$ cat config.mk
export PLATFORM = sky130hd
export DESIGN_NAME = cbpg_ctrl
export DESIGN_NICKNAME = d
export VERILOG_FILES = /design/src/design/cbpg_pkg.sv /design/src/design/cbpg_ctrl.sv
export SDC_FILE = /design/constraint.sdc
export NUM_CORES = 1
export LEC_CHECK = 0
export BUFFER_PORTS_ARGS = -buffer_cell sky130_fd_sc_hd__buf_2
export CORE_ASPECT_RATIO = 1.1
export CORE_MARGIN = 3
export CORE_UTILIZATION = 51
export DETAILED_ROUTE_END_ITERATION = 8
export GPL_TIMING_DRIVEN = 0
export HOLD_SLACK_MARGIN = 0.02
export PLACE_DENSITY = 0.83
export RECOVER_POWER = 25
export SKIP_LAST_GASP = 1
export SLEW_MARGIN = 20
export SYNTH_ARGS = -nofsm -noshare
export SYNTH_HDL_FRONTEND = slang
export SYNTH_SLANG_ARGS = --single-unit
$ cat constraint.sdc
create_clock -name clk -period 1.8 [get_ports clk]
set_input_delay 0.18 -clock clk [delete_from_list [all_inputs] [get_ports clk]]
set_output_delay 0.18 -clock clk [all_outputs]
set_load 0.05 [all_outputs]
$ cat src/design/cbpg_pkg.sv
// ----------------------------------------------------------------------------
// cbpg_pkg
// Shared widths, item types and controller-to-datapath command types for the
// cubic Bezier point generator.
// ----------------------------------------------------------------------------
package cbpg_pkg;

    // field widths
    localparam int COORD_WIDTH = 32;
    localparam int STEP_WIDTH  = 6;
    localparam int MAX_STEPS   = 63;
    localparam int NUM_POINTS  = 4;
    localparam int NUM_AXES    = 3;

    // internal widths: polynomial coefficients, n squared, n cubed, quotients
    localparam int COEF_WIDTH = COORD_WIDTH + 4;
    localparam int SQ_WIDTH   = 2 * STEP_WIDTH;
    localparam int CUBE_WIDTH = 3 * STEP_WIDTH;
    localparam int QUOT_WIDTH = SQ_WIDTH + COEF_WIDTH;

    localparam logic [STEP_WIDTH-1:0] NUM_STEPS_RESET  = STEP_WIDTH'(50);
    localparam logic [1:0]            LAST_POINT_INDEX = 2'd3;

    // which forward difference the per-axis dividers work on
    typedef enum logic [1:0] {
        DIFF_FIRST,
        DIFF_SECOND,
        DIFF_THIRD
    } diff_sel_t;

    typedef struct packed {
        logic [1:0]                    point_index;
        logic signed [COORD_WIDTH-1:0] coord_x;
        logic signed [COORD_WIDTH-1:0] coord_y;
        logic signed [COORD_WIDTH-1:0] coord_z;
    } in_item_t;

    typedef struct packed {
        logic signed [COORD_WIDTH-1:0] curve_x;
        logic signed [COORD_WIDTH-1:0] curve_y;
        logic signed [COORD_WIDTH-1:0] curve_z;
        logic [STEP_WIDTH-1:0]         sample_number;
        logic                          last_point;
    } out_item_t;

    typedef struct packed {
        logic                  store;
        logic [1:0]            store_index;
        logic                  load_coef;
        logic                  load_prod;
        logic                  load_diff;
        logic                  div_start;
        diff_sel_t             div_sel;
        logic                  step;
        logic [STEP_WIDTH-1:0] steps;
        logic [STEP_WIDTH-1:0] sample;
        logic                  last;
    } dp_cmd_t;

    typedef struct packed {
        logic div_done;
    } dp_status_t;

endpackage

$ cat src/design/cbpg_ctrl.sv
// ----------------------------------------------------------------------------
// cbpg_ctrl
// Sequencer for the point generator: loads points, runs the setup steps and
// the three divisions, then steps the curve one point per output handshake.
// ----------------------------------------------------------------------------
module cbpg_ctrl (
    input  logic                              clk,
    input  logic                              rst_n,
    input  logic                              cfg_write_enable,
    input  logic [cbpg_pkg::STEP_WIDTH-1:0]   cfg_write_data,
    input  logic                              in_valid,
    input  logic [1:0]                        in_point_index,
    output logic                              in_stall,
    output logic                              out_valid,
    input  logic                              out_stall,
    output cbpg_pkg::dp_cmd_t                 cmd,
    input  cbpg_pkg::dp_status_t              status
);
    import cbpg_pkg::*;

    typedef enum logic [2:0] {
        ST_IDLE,
        ST_COEF,
        ST_PROD,
        ST_DIFF,
        ST_DIV_GO,
        ST_DIV_WAIT,
        ST_RUN
    } state_t;

    state_t                state_reg, state_next;
    logic [STEP_WIDTH-1:0] num_steps_reg, num_steps_next;
    logic [STEP_WIDTH-1:0] n_reg, n_next;
    logic [STEP_WIDTH-1:0] k_reg, k_next;
    diff_sel_t             sel_reg, sel_next;
    logic                  out_valid_reg, out_valid_next;
    logic [STEP_WIDTH-1:0] clamped;
    logic                  accept;
    logic                  advance;
    logic                  run_last;

    assign accept   = in_valid && (state_reg == ST_IDLE);
    assign advance  = (state_reg == ST_RUN) && (!out_valid_reg || !out_stall);
    assign run_last = (k_reg == n_reg);

    // interval count limited to the supported range
    always_comb
    begin
        if (num_steps_reg == '0)
        begin
            clamped = STEP_WIDTH'(1);
        end
        else if (num_steps_reg > STEP_WIDTH'(MAX_STEPS))
        begin
            clamped = STEP_WIDTH'(MAX_STEPS);
        end
        else
        begin
            clamped = num_steps_reg;
        end
    end

    // next state
    always_comb
    begin
        state_next     = state_reg;
        n_next         = n_reg;
        k_next         = k_reg;
        sel_next       = sel_reg;
        num_steps_next = cfg_write_enable ? cfg_write_data : num_steps_reg;
        unique case (state_reg)
            ST_IDLE:
            begin
                if (accept && (in_point_index == LAST_POINT_INDEX))
                begin
                    n_next     = clamped;
                    state_next = ST_COEF;
                end
            end
            ST_COEF:
            begin
                state_next = ST_PROD;
            end
            ST_PROD:
            begin
                state_next = ST_DIFF;
            end
            ST_DIFF:
            begin
                sel_next   = DIFF_FIRST;
                state_next = ST_DIV_GO;
            end
            ST_DIV_GO:
            begin
                state_next = ST_DIV_WAIT;
            end
            ST_DIV_WAIT:
            begin
                if (status.div_done)
                begin
                    if (sel_reg == DIFF_THIRD)
                    begin
                        k_next     = '0;
                        state_next = ST_RUN;
                    end
                    else
                    begin
                        sel_next   = (sel_reg == DIFF_FIRST) ? DIFF_SECOND : DIFF_THIRD;
                        state_next = ST_DIV_GO;
                    end
                end
            end
            ST_RUN:
            begin
                if (advance)
                begin
                    k_next = k_reg + STEP_WIDTH'(1);
                    if (run_last)
                    begin
                        state_next = ST_IDLE;
                    end
                end
            end
            default:
            begin
                state_next = ST_IDLE;
            end
        endcase
    end

    // output register occupancy
    always_comb
    begin
        if (advance)
        begin
            out_valid_next = 1'b1;
        end
        else if (!out_stall)
        begin
            out_valid_next = 1'b0;
        end
        else
        begin
            out_valid_next = out_valid_reg;
        end
    end

    // state and registered outputs
    always_ff @(posedge clk or negedge rst_n)
    begin
        if (!rst_n)
        begin
            state_reg     <= ST_IDLE;
            num_steps_reg <= NUM_STEPS_RESET;
            n_reg         <= STEP_WIDTH'(1);
            k_reg         <= '0;
            sel_reg       <= DIFF_FIRST;
            out_valid_reg <= 1'b0;
        end
        else
        begin
            state_reg     <= state_next;
            num_steps_reg <= num_steps_next;
            n_reg         <= n_next;
            k_reg         <= k_next;
            sel_reg       <= sel_next;
            out_valid_reg <= out_valid_next;
        end
    end

    // commands to the datapath
    assign cmd.store       = accept;
    assign cmd.store_index = in_point_index;
    assign cmd.load_coef   = (state_reg == ST_COEF);
    assign cmd.load_prod   = (state_reg == ST_PROD);
    assign cmd.load_diff   = (state_reg == ST_DIFF);
    assign cmd.div_start   = (state_reg == ST_DIV_GO);
    assign cmd.div_sel     = sel_reg;
    assign cmd.step        = advance;
    assign cmd.steps       = n_reg;
    assign cmd.sample      = k_reg;
    assign cmd.last        = run_last;

    assign in_stall  = (state_reg != ST_IDLE);
    assign out_valid = out_valid_reg;

endmodule

==> results of run 1 <==
==> metrics by stage <==
stage / setup slack (ps) / TNS, ps / hold WS (ps) / power (mW)
floorplan: -146 / -291 / -116 / 2.34
global placement: 114 / 0 / 174 / 2.69
detailed placement: 136 / 0 / 185 / 2.75
CTS: -32.1 / -32.1 / 72.9 / 3.25
global route: -96.3 / -96.3 / 64.5 / 3.51
finish: -10.3 / -10.3 / 72.7 / 3.34
==> power by group <==
| group | switching (mW) | total, mW | internal (mW) | leakage, nW |
|---|---|---|---|---|
| sequential | 0.185 | 0.905 | 0.720 | 0.289 |
| clock | 0.174 | 0.400 | 0.225 | 0.0279 |
| combinational | 1.32 | 2.03 | 0.717 | 0.550 |
==> layout make-up <==
type / instances / area share [%]
buffer: 11 / 4.74
clock buffer: 3 / 1.29
clock inverter: 1 / 1.72
inverter: 6 / 1.29
multi-input combinational: 79 / 37.8
sequential: 24 / 34.9
tap: 30 / 2.16
timing repair buffer: 47 / 16.1
==> placed cells by master, fill, tap and decap left out, types with 3 or more instances in the layout <==
cell type and n:
sky130_fd_sc_hd__mux2_4 6, sky130_fd_sc_hd__a311oi_1 3, sky130_fd_sc_hd__buf_6 4, sky130_fd_sc_hd__mux2_2 6, sky130_fd_sc_hd__buf_2 36, sky130_fd_sc_hd__inv_1 6
sky130_fd_sc_hd__clkbuf_4 4, sky130_fd_sc_hd__o21ai_0 5, sky130_fd_sc_hd__a31oi_1 5, sky130_fd_sc_hd__nand2_1 3, sky130_fd_sc_hd__buf_4 13, sky130_fd_sc_hd__xor2_1 4
sky130_fd_sc_hd__and3_1 4, sky130_fd_sc_hd__dfrtp_1 18, sky130_fd_sc_hd__a21oi_1 3, sky130_fd_sc_hd__nand2b_1 3
==> synth_stat cells (2+ instances only) <==
cell / n
sky130_fd_sc_hd__a211o_1: 2
sky130_fd_sc_hd__a21oi_1: 4
sky130_fd_sc_hd__a311oi_1: 3
sky130_fd_sc_hd__a31oi_1: 5
sky130_fd_sc_hd__a32oi_1: 2
sky130_fd_sc_hd__and3_1: 4
sky130_fd_sc_hd__and3b_1: 2
sky130_fd_sc_hd__buf_2: 3
sky130_fd_sc_hd__buf_4: 5
sky130_fd_sc_hd__buf_6: 3
sky130_fd_sc_hd__clkbuf_1: 2
sky130_fd_sc_hd__dfrtp_1: 20
sky130_fd_sc_hd__dfstp_2: 4
sky130_fd_sc_hd__inv_1: 6
sky130_fd_sc_hd__mux2_2: 6
sky130_fd_sc_hd__mux2_4: 6
sky130_fd_sc_hd__nand2_1: 3
sky130_fd_sc_hd__nand2b_1: 3
sky130_fd_sc_hd__nand3_1: 2
sky130_fd_sc_hd__nand3b_1: 2
sky130_fd_sc_hd__nor2_1: 2
sky130_fd_sc_hd__nor2b_1: 2
sky130_fd_sc_hd__nor3_1: 2
sky130_fd_sc_hd__o21ai_0: 5
sky130_fd_sc_hd__xor2_1: 6
==> worst register-to-register path, cell delays in order, from the launching register on <==
cell	delay, ps
sky130_fd_sc_hd__dfrtp_1	400
sky130_fd_sc_hd__buf_4	150
sky130_fd_sc_hd__nor4b_4	270
sky130_fd_sc_hd__and3_1	210
sky130_fd_sc_hd__buf_6	150
sky130_fd_sc_hd__mux2_4	300
==> kinds of logic (layout without fill, tap and decap cells) <==
family                   count (synthesis)  in the layout  synth area share (%)
AO/OA/AOI/OAI                           30             30                  15.5
multiplexers                            12             12                  11.6
AND/OR/NAND/NOR                         30             30                  14.8
buffers and inverters                   19             68                  8.59
adder cells (fa/ha/maj)                  1              1                 0.923
flip-flops                              24             24                  44.7
XOR/XNOR                                 6              6                  3.88
==> worst paths after layout <==
check / end / slack, ps / from
worst min-delay path: num_steps_reg[2] / 70 / cfg_write_data[2]
min in group asynchronous: k_reg[5] / 600 / rst_n
worst max-delay path: cmd[0] / -10 / k_reg[2]
worst min register to register: num_steps_reg[0] / 530 / num_steps_reg[0]
max in group asynchronous: k_reg[1] / 390 / rst_n
worst max register to register: n_reg[5] / 230 / state_reg[0]
==> timing repair <==
item,CTS,global route
buffers inserted,5,4
endpoints found under the hold margin,20,0
resized for setup,8,4
pin swaps,3,2
hold buffers,1,0
setup endpoints to repair,4,3
==> layer usage <==
| metal | global-route usage, % | part of all wire, % |
|---|---|---|
| met5 | 0 | 0 |
| met2 | 35.8 | 52 |
| met3 | 2.99 | 4.9 |
| met4 | 3.13 | 0.60 |
| met1 | 24.8 | 42 |
==> summary by stage, run 1 <==
Timing
Setup violations remaining at the end of the flow were counted as 1. The achievable frequency is 0.552 GHz. The fraction of the cycle the final worst path needs is 101%. Once routing completed, OpenROAD measured the worst setup slack at -10.3 ps.

The number of max-slew violations in the final report is 0. The worst-margin pin slew is 1230 ps. Clock skew on the completed layout was measured at 15.2 ps. The relative max-transition margin is 18.0%. Setup repair after global routing could not meet its margin everywhere. The post-layout minimum cycle time is 1810 ps. The count of endpoints failing hold in the final timing report is 0.

Layout
For this run, the post-layout net count is 187. The final design instance area without fill is 1740 um^2. In the final layout, the multi-input gates occupy 658 um^2.

Leaving out filler cells and counting taps, the final layout contains 201. Fill cells in the final layout number 190. The area growth from synthesis to layout is 28.5%. Of the cells placed in the final design, the portion with a size suffix greater than 1 is 47.4%. Registers take 608 um^2. The antenna diode count is 0. Cells fill 73.0% of the core in the end.

Clock network
The CTS tree is done. The latest clock arrival within the worst-skew pair is 330 ps. The number of clock sinks is 24. The CTS H-tree depth is 1.

The clock buffer count from CTS is 3. After clock tree synthesis, the clock-pin slew on the worst setup and hold paths is 150 ps. The clock root buffer is sky130_fd_sc_hd__clkbuf_4. In this run the deepest clock path goes through 2 buffers.

GRT
The total global-route track usage is 19.8%. The global-route wire length before repair is 4.79 mm. The number of global-route vias before repair was 1078. The initial antenna violation count is 0. The overall overflow remaining after global route is 0.

The pin count of the biggest net entering global routing is 25.

Logic synthesis
The post-synthesis instance area is 1360 um^2. Of the post-synthesis cell area, the dominant cell type holds 36.9%. The number of register bits inferred by synthesis is 24. The number of enable-type register cells in the synthesized netlist is 0. By area the synthesized netlist is led by sky130_fd_sc_hd__dfrtp_1, sky130_fd_sc_hd__dfstp_2, sky130_fd_sc_hd__mux2_4, sky130_fd_sc_hd__mux2_2, sky130_fd_sc_hd__xor2_1. After synthesis, the mean cell area works out to 11.1 um^2. The distinct cell type count of the synthesized netlist is 43.

The post-synthesis cell count is 122. Sequential cells were found to cover 44.7% of the synthesized design area. The net count after synthesis is 137. For this run, the leading register cell type out of synthesis is sky130_fd_sc_hd__dfrtp_1. The share of async-settable or async-resettable flops after synthesis is 100%. During synthesis, Yosys emitted a total of 0 warnings. The biggest area contributor in the post-synthesis netlist is sky130_fd_sc_hd__dfrtp_1.

Critical path
The number of buffers and inverters on the critical path is 1. Counting buffers and inverters, the worst setup path is 4 cells deep. The type of the worst setup path is reg2out. For this design, the slowest cell found on the critical path is sky130_fd_sc_hd__dfrtp_1. The delay contributed by the slowest stage of the critical path is 480 ps.

For the worst setup path, the data required time is 1620 ps. The startpoint type of the worst setup path is a flop. The cell depth of the worst flop-to-flop path is 5. At the worst endpoint, the arrival time is 1630 ps. The maximum fanout along the worst path is 7. The family of cells with the greatest summed delay on the critical path is flip-flops.

The endpoint type of the worst setup path is an output port. Traced cell by cell, the critical path runs through xor2_1 > nor4_2 > and2_1 > buf_8.

Floorplan
Measured along the y axis, the die boundary spans 60.1 um. The die covers 3310 um^2. After floorplanning, the core was divided into 18 placement rows.

Pin placement for this block handled 39 I/O pins. The x dimension of the die is 55.1 um. The total area inside the core boundary comes to 2390 um^2.

The initial utilization of the core area, before any placement, comes to 56.8%.

Routing
For this block, the initial DRC count from the detailed router was 74. The number of antenna-violating nets in the routed design is 0. The pre-antenna-repair detailed-routing pass consisted of 5 iterations.

The routed via count is 1163. The average wire per cell in the routed design is 15.9 um. The post-detailed-route via-to-cell ratio is 5.79. After detailed routing, the total wire length is 3.19 mm.

After detailed routing, the number of remaining DRC violations is 0.

Place
The global placer's final weighted congestion is 0.821. Buffers placed on the I/O ports in this run total 37. The half-perimeter wire length after placement is 2.29 mm. The cell count after placement is 189. After detailed placement, the total cell area comes to 1580 um^2.

Run
The number of max-cap violations is 0.

Worst hold path
The worst hold path was traced through 2 stages. In this run the worst hold path is classified as in2reg.

Status
The run finished, with violations left. The final reports fail on setup timing.

Power and ir drop
The total leakage power is 0.867 nW. Power spread over the standard cell area amounts to 1920 nW/um^2. The worst IR drop on VDD is 0.00140 V.
Note: power is estimated with default switching activity, not from simulation.
==> run 2, diff against run 1 <==
--- a/config.mk
+++ b/config.mk
@@ -8,12 +8,12 @@
 export BUFFER_PORTS_ARGS = -buffer_cell sky130_fd_sc_hd__buf_2
 export CORE_ASPECT_RATIO = 1.1
 export CORE_MARGIN = 3
-export CORE_UTILIZATION = 51
+export CORE_UTILIZATION = 50
 export DETAILED_ROUTE_END_ITERATION = 8
 export GPL_TIMING_DRIVEN = 0
 export HOLD_SLACK_MARGIN = 0.02
-export PLACE_DENSITY = 0.83
-export RECOVER_POWER = 25
+export PLACE_DENSITY = 0.81
+export RECOVER_POWER = 50
 export SKIP_LAST_GASP = 1
 export SLEW_MARGIN = 20
 export SYNTH_ARGS = -nofsm -noshare
==> run 2 against run 1 <==
  * The flow still finishes with violations (setup timing)
  * Critical path depth unchanged
  * Non-clock buffer count fell by 1
  * Register-to-register slack got worse by 40 ps
  * Final area decreased by 2.7%
  * Count of clock-buffer cells in the layout is 1 higher
  * Via count is 1.6% lower
  * Clock power shrank 31%
  * Die area up 1.8%
  * Worst setup slack better by 7.8 ps
  * Global-route usage fell by 0.21 points
  * Cell count is the same
  * Critical endpoint unchanged
  * Highest routed layer unchanged
==> summary by stage, run 2 (synthesis results as in run 1) <==
Timing
The achievable frequency is 0.555 GHz. The post-layout minimum cycle time is 1800 ps. At the pin with the least slew margin, the transition time is 1300 ps. Setup slack on the critical path of the routed design comes to -2.48 ps.

Headroom to the max-slew limit came out at 13.1%. Setup violations remaining at the end of the flow were counted as 1. The number of max-slew violations in the final report is 0. The count of endpoints failing hold in the final timing report came to 0.

Setup repair after global routing could not meet its margin everywhere. The worst path uses 100% of the clock period. The worst hold slack is 92.7 ps. The setup skew after layout is 1.44 ps.

Routing
The number of antenna-violating nets in the routed design is 0. The violation count after the first detailed-route iteration is 38. After detailed routing, the number of remaining DRC violations is 0. For this block, the routed nets add up to 3.08 mm of wire. After detailed routing, the average wire length per cell comes to 15.3 um.

The first detailed-routing pass ran for 4 iterations. The routed via count is 1144. After detailed routing, the number of vias per cell comes to 5.69.

Floorplan
The area of the core region is 2540 um^2. The floorplan die area is 3370 um^2. The die height is 60.6 um. Pin placement for this block handled 39 I/O pins. The number of rows created at floorplan is 19. The initial utilization of the core area, before any placement, comes to 53.3%. The x dimension of the die is 55.6 um.

Power and ir drop
Across the VDD grid, the largest voltage drop is 0.00112 V. The analysis attributes to cell leakage a power of 0.844 nW. The power density over cell area is 1860 nW/um^2.

Critical path
In this run the critical register-to-register path is launched from state_reg[1]. By startpoint and endpoint, the worst setup path is classified as reg2out. The endpoint of the most critical register-to-register path is n_reg[2]. The maximum fanout along the worst path is 2. Data on the critical path is required at its endpoint by 1620 ps. STA classifies the critical path endpoint as an output port. Measured in cells, the most critical reg-to-reg path has a length of 5. The startpoint type of the worst setup path is a flop.

At the worst endpoint, the arrival time is 1620 ps. Across all register-to-register paths, the minimum setup slack is 190 ps.

Clock network
TritonCTS built the clock tree. The clock passes through at most 2 buffers. The root buffer cell chosen for the clock tree is sky130_fd_sc_hd__clkbuf_4. After clock tree synthesis, the clock-pin slew on the worst setup and hold paths is 120 ps. The later pin in the worst-skew pair is clocked with a latency of 310 ps. Counting every sink on the clock net gives 24. The CTS H-tree depth is 1.

In this run, CTS created clock tree buffers numbering 3.

Layout
The leading cell type in the layout, fill and taps excluded is sky130_fd_sc_hd__buf_2. The number of antenna diodes in the final layout is 0. The count of filler cells inserted in the layout is 198.

The final design instance area without fill is 1690 um^2. The fraction of final layout cells with drive strength greater than 1 is 44.1%. In the layout the commonest cells are sky130_fd_sc_hd__buf_2, sky130_fd_sc_hd__dfrtp_1, sky130_fd_sc_hd__buf_4. The final net count is 186. From synthesis to final layout, the design area changed by 25.0%.

Status
The checks that failed: setup timing. The run finished, with violations left.

Place
After detailed placement, the total cell area comes to 1580 um^2. After legalization and detailed placement, the total HPWL measured 2.24 mm. The global placer's final weighted congestion is 0.852. During placement, the flow inserted port buffers numbering 37.

GRT
The number of global-route vias before repair is 1076. The global-route wire length before repair is 5.15 mm. Across every metal layer, demand over resource in global routing totals 19.6%. The initial antenna violation count is 0. The overall overflow remaining after global route is 0. The pin count of the biggest net entering global routing is 25.

Worst hold path
The tightest min-delay check is of the in2reg type. The worst hold path begins at cfg_write_data[0]. The worst hold path terminates at num_steps_reg[0]. The worst hold path passes through 2 cells.

Run
The number of max-cap violations is 0.
run 2: cell count changes in the layout (fill, tap and decap cells not counted):
cell,change
sky130_fd_sc_hd__xor2_2,-2
sky130_fd_sc_hd__bufinv_16,-1
sky130_fd_sc_hd__clkbuf_1,+3
sky130_fd_sc_hd__buf_2,-2
sky130_fd_sc_hd__buf_6,-1
sky130_fd_sc_hd__clkbuf_8,+1
sky130_fd_sc_hd__xor2_1,+2
sky130_fd_sc_hd__clkbuf_4,-1
run 2: worst max path at each step:
stage | startpoint | to | slack, ps | cells past startpoint
after floorplan | state_reg[1] | cmd[16] | -150 | 3
after global routing | k_reg[1] | cmd[0] | -90 | 4
after global placement | k_reg[4] | cmd[0] | 130 | 5
after CTS | k_reg[1] | cmd[0] | 8 | 4
after detailed placement | k_reg[4] | cmd[0] | 90 | 5
final | k_reg[1] | cmd[0] | -2 | 4
run 2: through the flow:
stage,setup TNS (ps),setup WS (ps),total power [mW],utilization [%],cells
final,-2.48,-2.48,3.15,66.6,201
after global routing,-88.7,-88.7,3.35,66.6,201
after CTS,0,7.63,3.15,66.5,200
after detailed placement,0,87.5,2.74,62.1,190
after global placement,0,129,2.69,62.1,190
after floorplan,-291,-146,2.34,-,122
run 2: layer usage:
metal	vias up	track usage, %	share of wire (%)
met5	-	0	0
met4	0	6.60	0.81
met3	6	3.83	7.9
met2	52	33.6	48
met1	547	25.2	43
li1	539	-	-
run 2: final cells by class:
type | instances | area [um^2] | area share (%)
clock buffers | 4 | 36.3 | 2.14
flip-flops and latches | 24 | 608 | 35.9
well taps | 31 | 38.8 | 2.29
multi-input cells | 79 | 643 | 38.0
repair buffers | 46 | 263 | 15.5
inverters | 6 | 22.5 | 1.33
plain buffers | 11 | 82.6 | 4.87
run 2: timing repair:
item	in CTS	in global routing
setup buffers	7	1
resized for setup	8	0
setup endpoints to repair	3	2
hold endpoints to repair	20	0
pin swaps	3	1
hold buffers	1	0
run 2: report_power, final:
part           total (mW)  switching [mW]  internal [mW]
combinational        1.98            1.30          0.684
sequential          0.895           0.176          0.719
clock               0.278           0.155          0.124
run 2: critical path: stages (launching register included):
cell	delay, ps
sky130_fd_sc_hd__dfrtp_1	430
sky130_fd_sc_hd__xor2_1	190
sky130_fd_sc_hd__nor4_2	330
sky130_fd_sc_hd__and2_1	210
sky130_fd_sc_hd__buf_8	150
==> run 3, diff against run 2 <==
--- a/config.mk
+++ b/config.mk
@@ -5,7 +5,7 @@
 export SDC_FILE = /design/constraint.sdc
 export NUM_CORES = 1
 export LEC_CHECK = 0
-export BUFFER_PORTS_ARGS = -buffer_cell sky130_fd_sc_hd__buf_2
+export BUFFER_PORTS_ARGS = -buffer_cell sky130_fd_sc_hd__buf_4
 export CORE_ASPECT_RATIO = 1.1
 export CORE_MARGIN = 3
 export CORE_UTILIZATION = 50
@@ -13,7 +13,6 @@
 export GPL_TIMING_DRIVEN = 0
 export HOLD_SLACK_MARGIN = 0.02
 export PLACE_DENSITY = 0.81
-export RECOVER_POWER = 50
 export SKIP_LAST_GASP = 1
 export SLEW_MARGIN = 20
 export SYNTH_ARGS = -nofsm -noshare
==> run 3 against run 2 <==
  * Routed wire length down 3.7%
  * Worst setup slack worse by 10 ps
  * Register-to-register slack better by 30 ps
  * Fmax down 0.58%
  * Highest routed layer unchanged
  * Via count down 3.4%
  * Combinational power up 3%
  * First-iteration DRC count up 18%
  * The run still ends with setup timing left
  * Final area up 4.6%
  * Critical endpoint unchanged
  * Core utilization up 3.0 points
  * Clock power down 3%
  * Flip-flop and latch count unchanged
  * Non-clock buffer count down 2
==> summary by stage, run 3 (synthesis results as in run 1) <==
Critical path
The arrival time of data at the critical path endpoint is 1630 ps. The endpoint type of the worst setup path is an output port. Along the worst path, the maximum fanout reaches 6. The type of the worst setup path is reg2out.

The data required time of the critical path is 1620 ps. The worst setup path is launched from a flop.

Power and ir drop
The completed layout was analyzed and its total power is 3.23 mW. The worst IR drop on VDD is 0.00121 V. In this run the static leakage power is 0.862 nW.

The power density over cell area is 1820 nW/um^2.

Routing
For this run, design rule violations remaining after detail routing come to 0. The pre-antenna-repair detailed-routing pass consisted of 4 iterations. In this run, the number of DRC markers left after iteration 0 of detailed routing was 45. The routed via count is 1105. Dividing the detail-routed via count by the number of cells gives 5.55. The average wire per cell in the routed design is 14.9 um. Wires add up to 2.96 mm. In this run the remaining antenna-violating nets after routing total 0.

GRT
The initial antenna violation count is 0. Global routing consumed, over all layers together, 18.0% of the routing resources. After global routing the overflow that remains totals 0. The number of global-route vias before repair is 1061. The global-route wire length before repair is 4.83 mm. Entering global routing, the biggest net connects 25 pins.

Clock network
The latest clock arrival within the worst-skew pair is 300 ps. TritonCTS created 3 clock buffers. The clock root buffer is sky130_fd_sc_hd__clkbuf_4. The clock-pin slew of the registers on the worst-case setup and hold paths is 120 ps. The clock drives 24 sinks. The clock passes through at most 2 buffers. The CTS H-tree depth is 1. TritonCTS built the clock tree.

Floorplan
The starting density of the core is 53.3%. The x dimension of the die is 55.6 um. The die height is 60.6 um. The boundary pin count is 39.

The floorplan step defined a die boundary enclosing 3370 um^2. The number of rows created at floorplan is 19. The area of the core region is 2540 um^2.

Timing
The number of max-slew violations in the final report is 0. At the pin with the least slew margin, the transition time is 322 ps. The post-layout minimum cycle time is 1810 ps. The count of endpoints failing hold in the final timing report came to 0. The post-route worst setup slack is -13.0 ps.

The fraction of the cycle the final worst path needs is 101%. The achievable frequency is 0.552 GHz. The final number of setup-violating endpoints is 1. The worst hold slack is 102 ps. Setup repair after global routing could not meet its margin everywhere. The sum of negative setup slack is -13.0 ps.

The relative max-transition margin is 78.6%. On the final layout, the worst clock skew is 4.08 ps.

Layout
The antenna diode count is 0. The fraction of final layout cells with drive strength greater than 1 is 48.2%. Leaving out fill and tap cells, the most frequent cell in the layout is sky130_fd_sc_hd__buf_4. The library cells used most frequently in the layout, excluding fill and tap cells, are sky130_fd_sc_hd__buf_4, sky130_fd_sc_hd__dfrtp_1. The final net count is 184. From synthesis to final layout, the design area changed by 30.7%. After filler insertion, the fill cell instance count of the layout stands at 198.

Run
The number of max-cap violations is 0.

Worst hold path
The worst min-delay path category is in2reg.

Place
The half-perimeter wire length after placement is 2.23 mm. The post-place setup slack is 180 ps. Port buffering added 37 buffers. At the end of routability-driven placement, the weighted congestion stood at 0.784.

Status
The checks that failed: setup timing. The flow ran to the end, but the final reports show violations.
[run 3: cell types whose count changed in the layout (fill, tap and decap cells not counted), sizes merged]
cell	previous run	this run
buf	51	53
clkbuf	9	5
[run 3: final timing paths]
| kind | end | slack [ps] | from | depth (start not counted) |
|---|---|---|---|---|
| setup / recovery | cmd[0] | -10 | k_reg[1] | 5 |
| setup reg to reg | n_reg[4] | 220 | state_reg[0] | 5 |
| max in group asynchronous | num_steps_reg[5] | 1210 | rst_n | 2 |
| hold reg to reg | num_steps_reg[0] | 520 | num_steps_reg[0] | 1 |
| min in group asynchronous | sel_reg[1] | 300 | rst_n | 2 |
| hold / removal | num_steps_reg[2] | 100 | cfg_write_data[2] | 2 |
[run 3: per-layer routing]
| layer | up-vias | share of wire [%] | track usage (%) |
|---|---|---|---|
| li1 | 539 | - | - |
| met1 | 526 | 43 | 22.9 |
| met2 | 38 | 50 | 32.3 |
| met3 | 2 | 6.0 | 2.77 |
| met4 | 0 | 0.68 | 4.86 |
| met5 | - | 0 | 0 |
[run 3: layout make-up]
type,instances,area [um^2],area share (%)
multi-input cells,79,643,36.3
well taps,31,38.8,2.19
repair buffers,42,325,18.4
inverters,6,22.5,1.27
clock buffers,4,36.3,2.05
plain buffers,13,95.1,5.37
flip-flops and latches,24,611,34.5
[run 3: what timing repair did]
action	4_1_cts	5_1_grt
setup buffers	3	1
hold buffers	1	0
endpoints found under the hold margin	20	0
gates resized for setup	4	7
pin swaps	0	1
setup endpoints to repair	2	4
[run 3: worst max-delay path: stages, from the launching register on]
cell and delay, ps:
sky130_fd_sc_hd__dfrtp_2 460, sky130_fd_sc_hd__xor2_1 170, sky130_fd_sc_hd__nor4_2 290, sky130_fd_sc_hd__and2_1 160
sky130_fd_sc_hd__buf_4 100, sky130_fd_sc_hd__buf_6 140
[run 3: stage by stage]
stage          cell area [um^2]  util, %  cells
6_report                   1770     69.7    199
5_1_grt                    1770     69.7    199
4_1_cts                    1750     68.9    198
3_5_place_dp               1670     65.7    190
3_3_place_gp               1670     65.7    190
2_1_floorplan              1360        -    122
[run 3: power breakdown]
group | internal [mW] | switching [mW]
Clock | 0.123 | 0.146
Combinational | 0.771 | 1.27
Sequential | 0.724 | 0.193
Total | 1.62 | 1.61
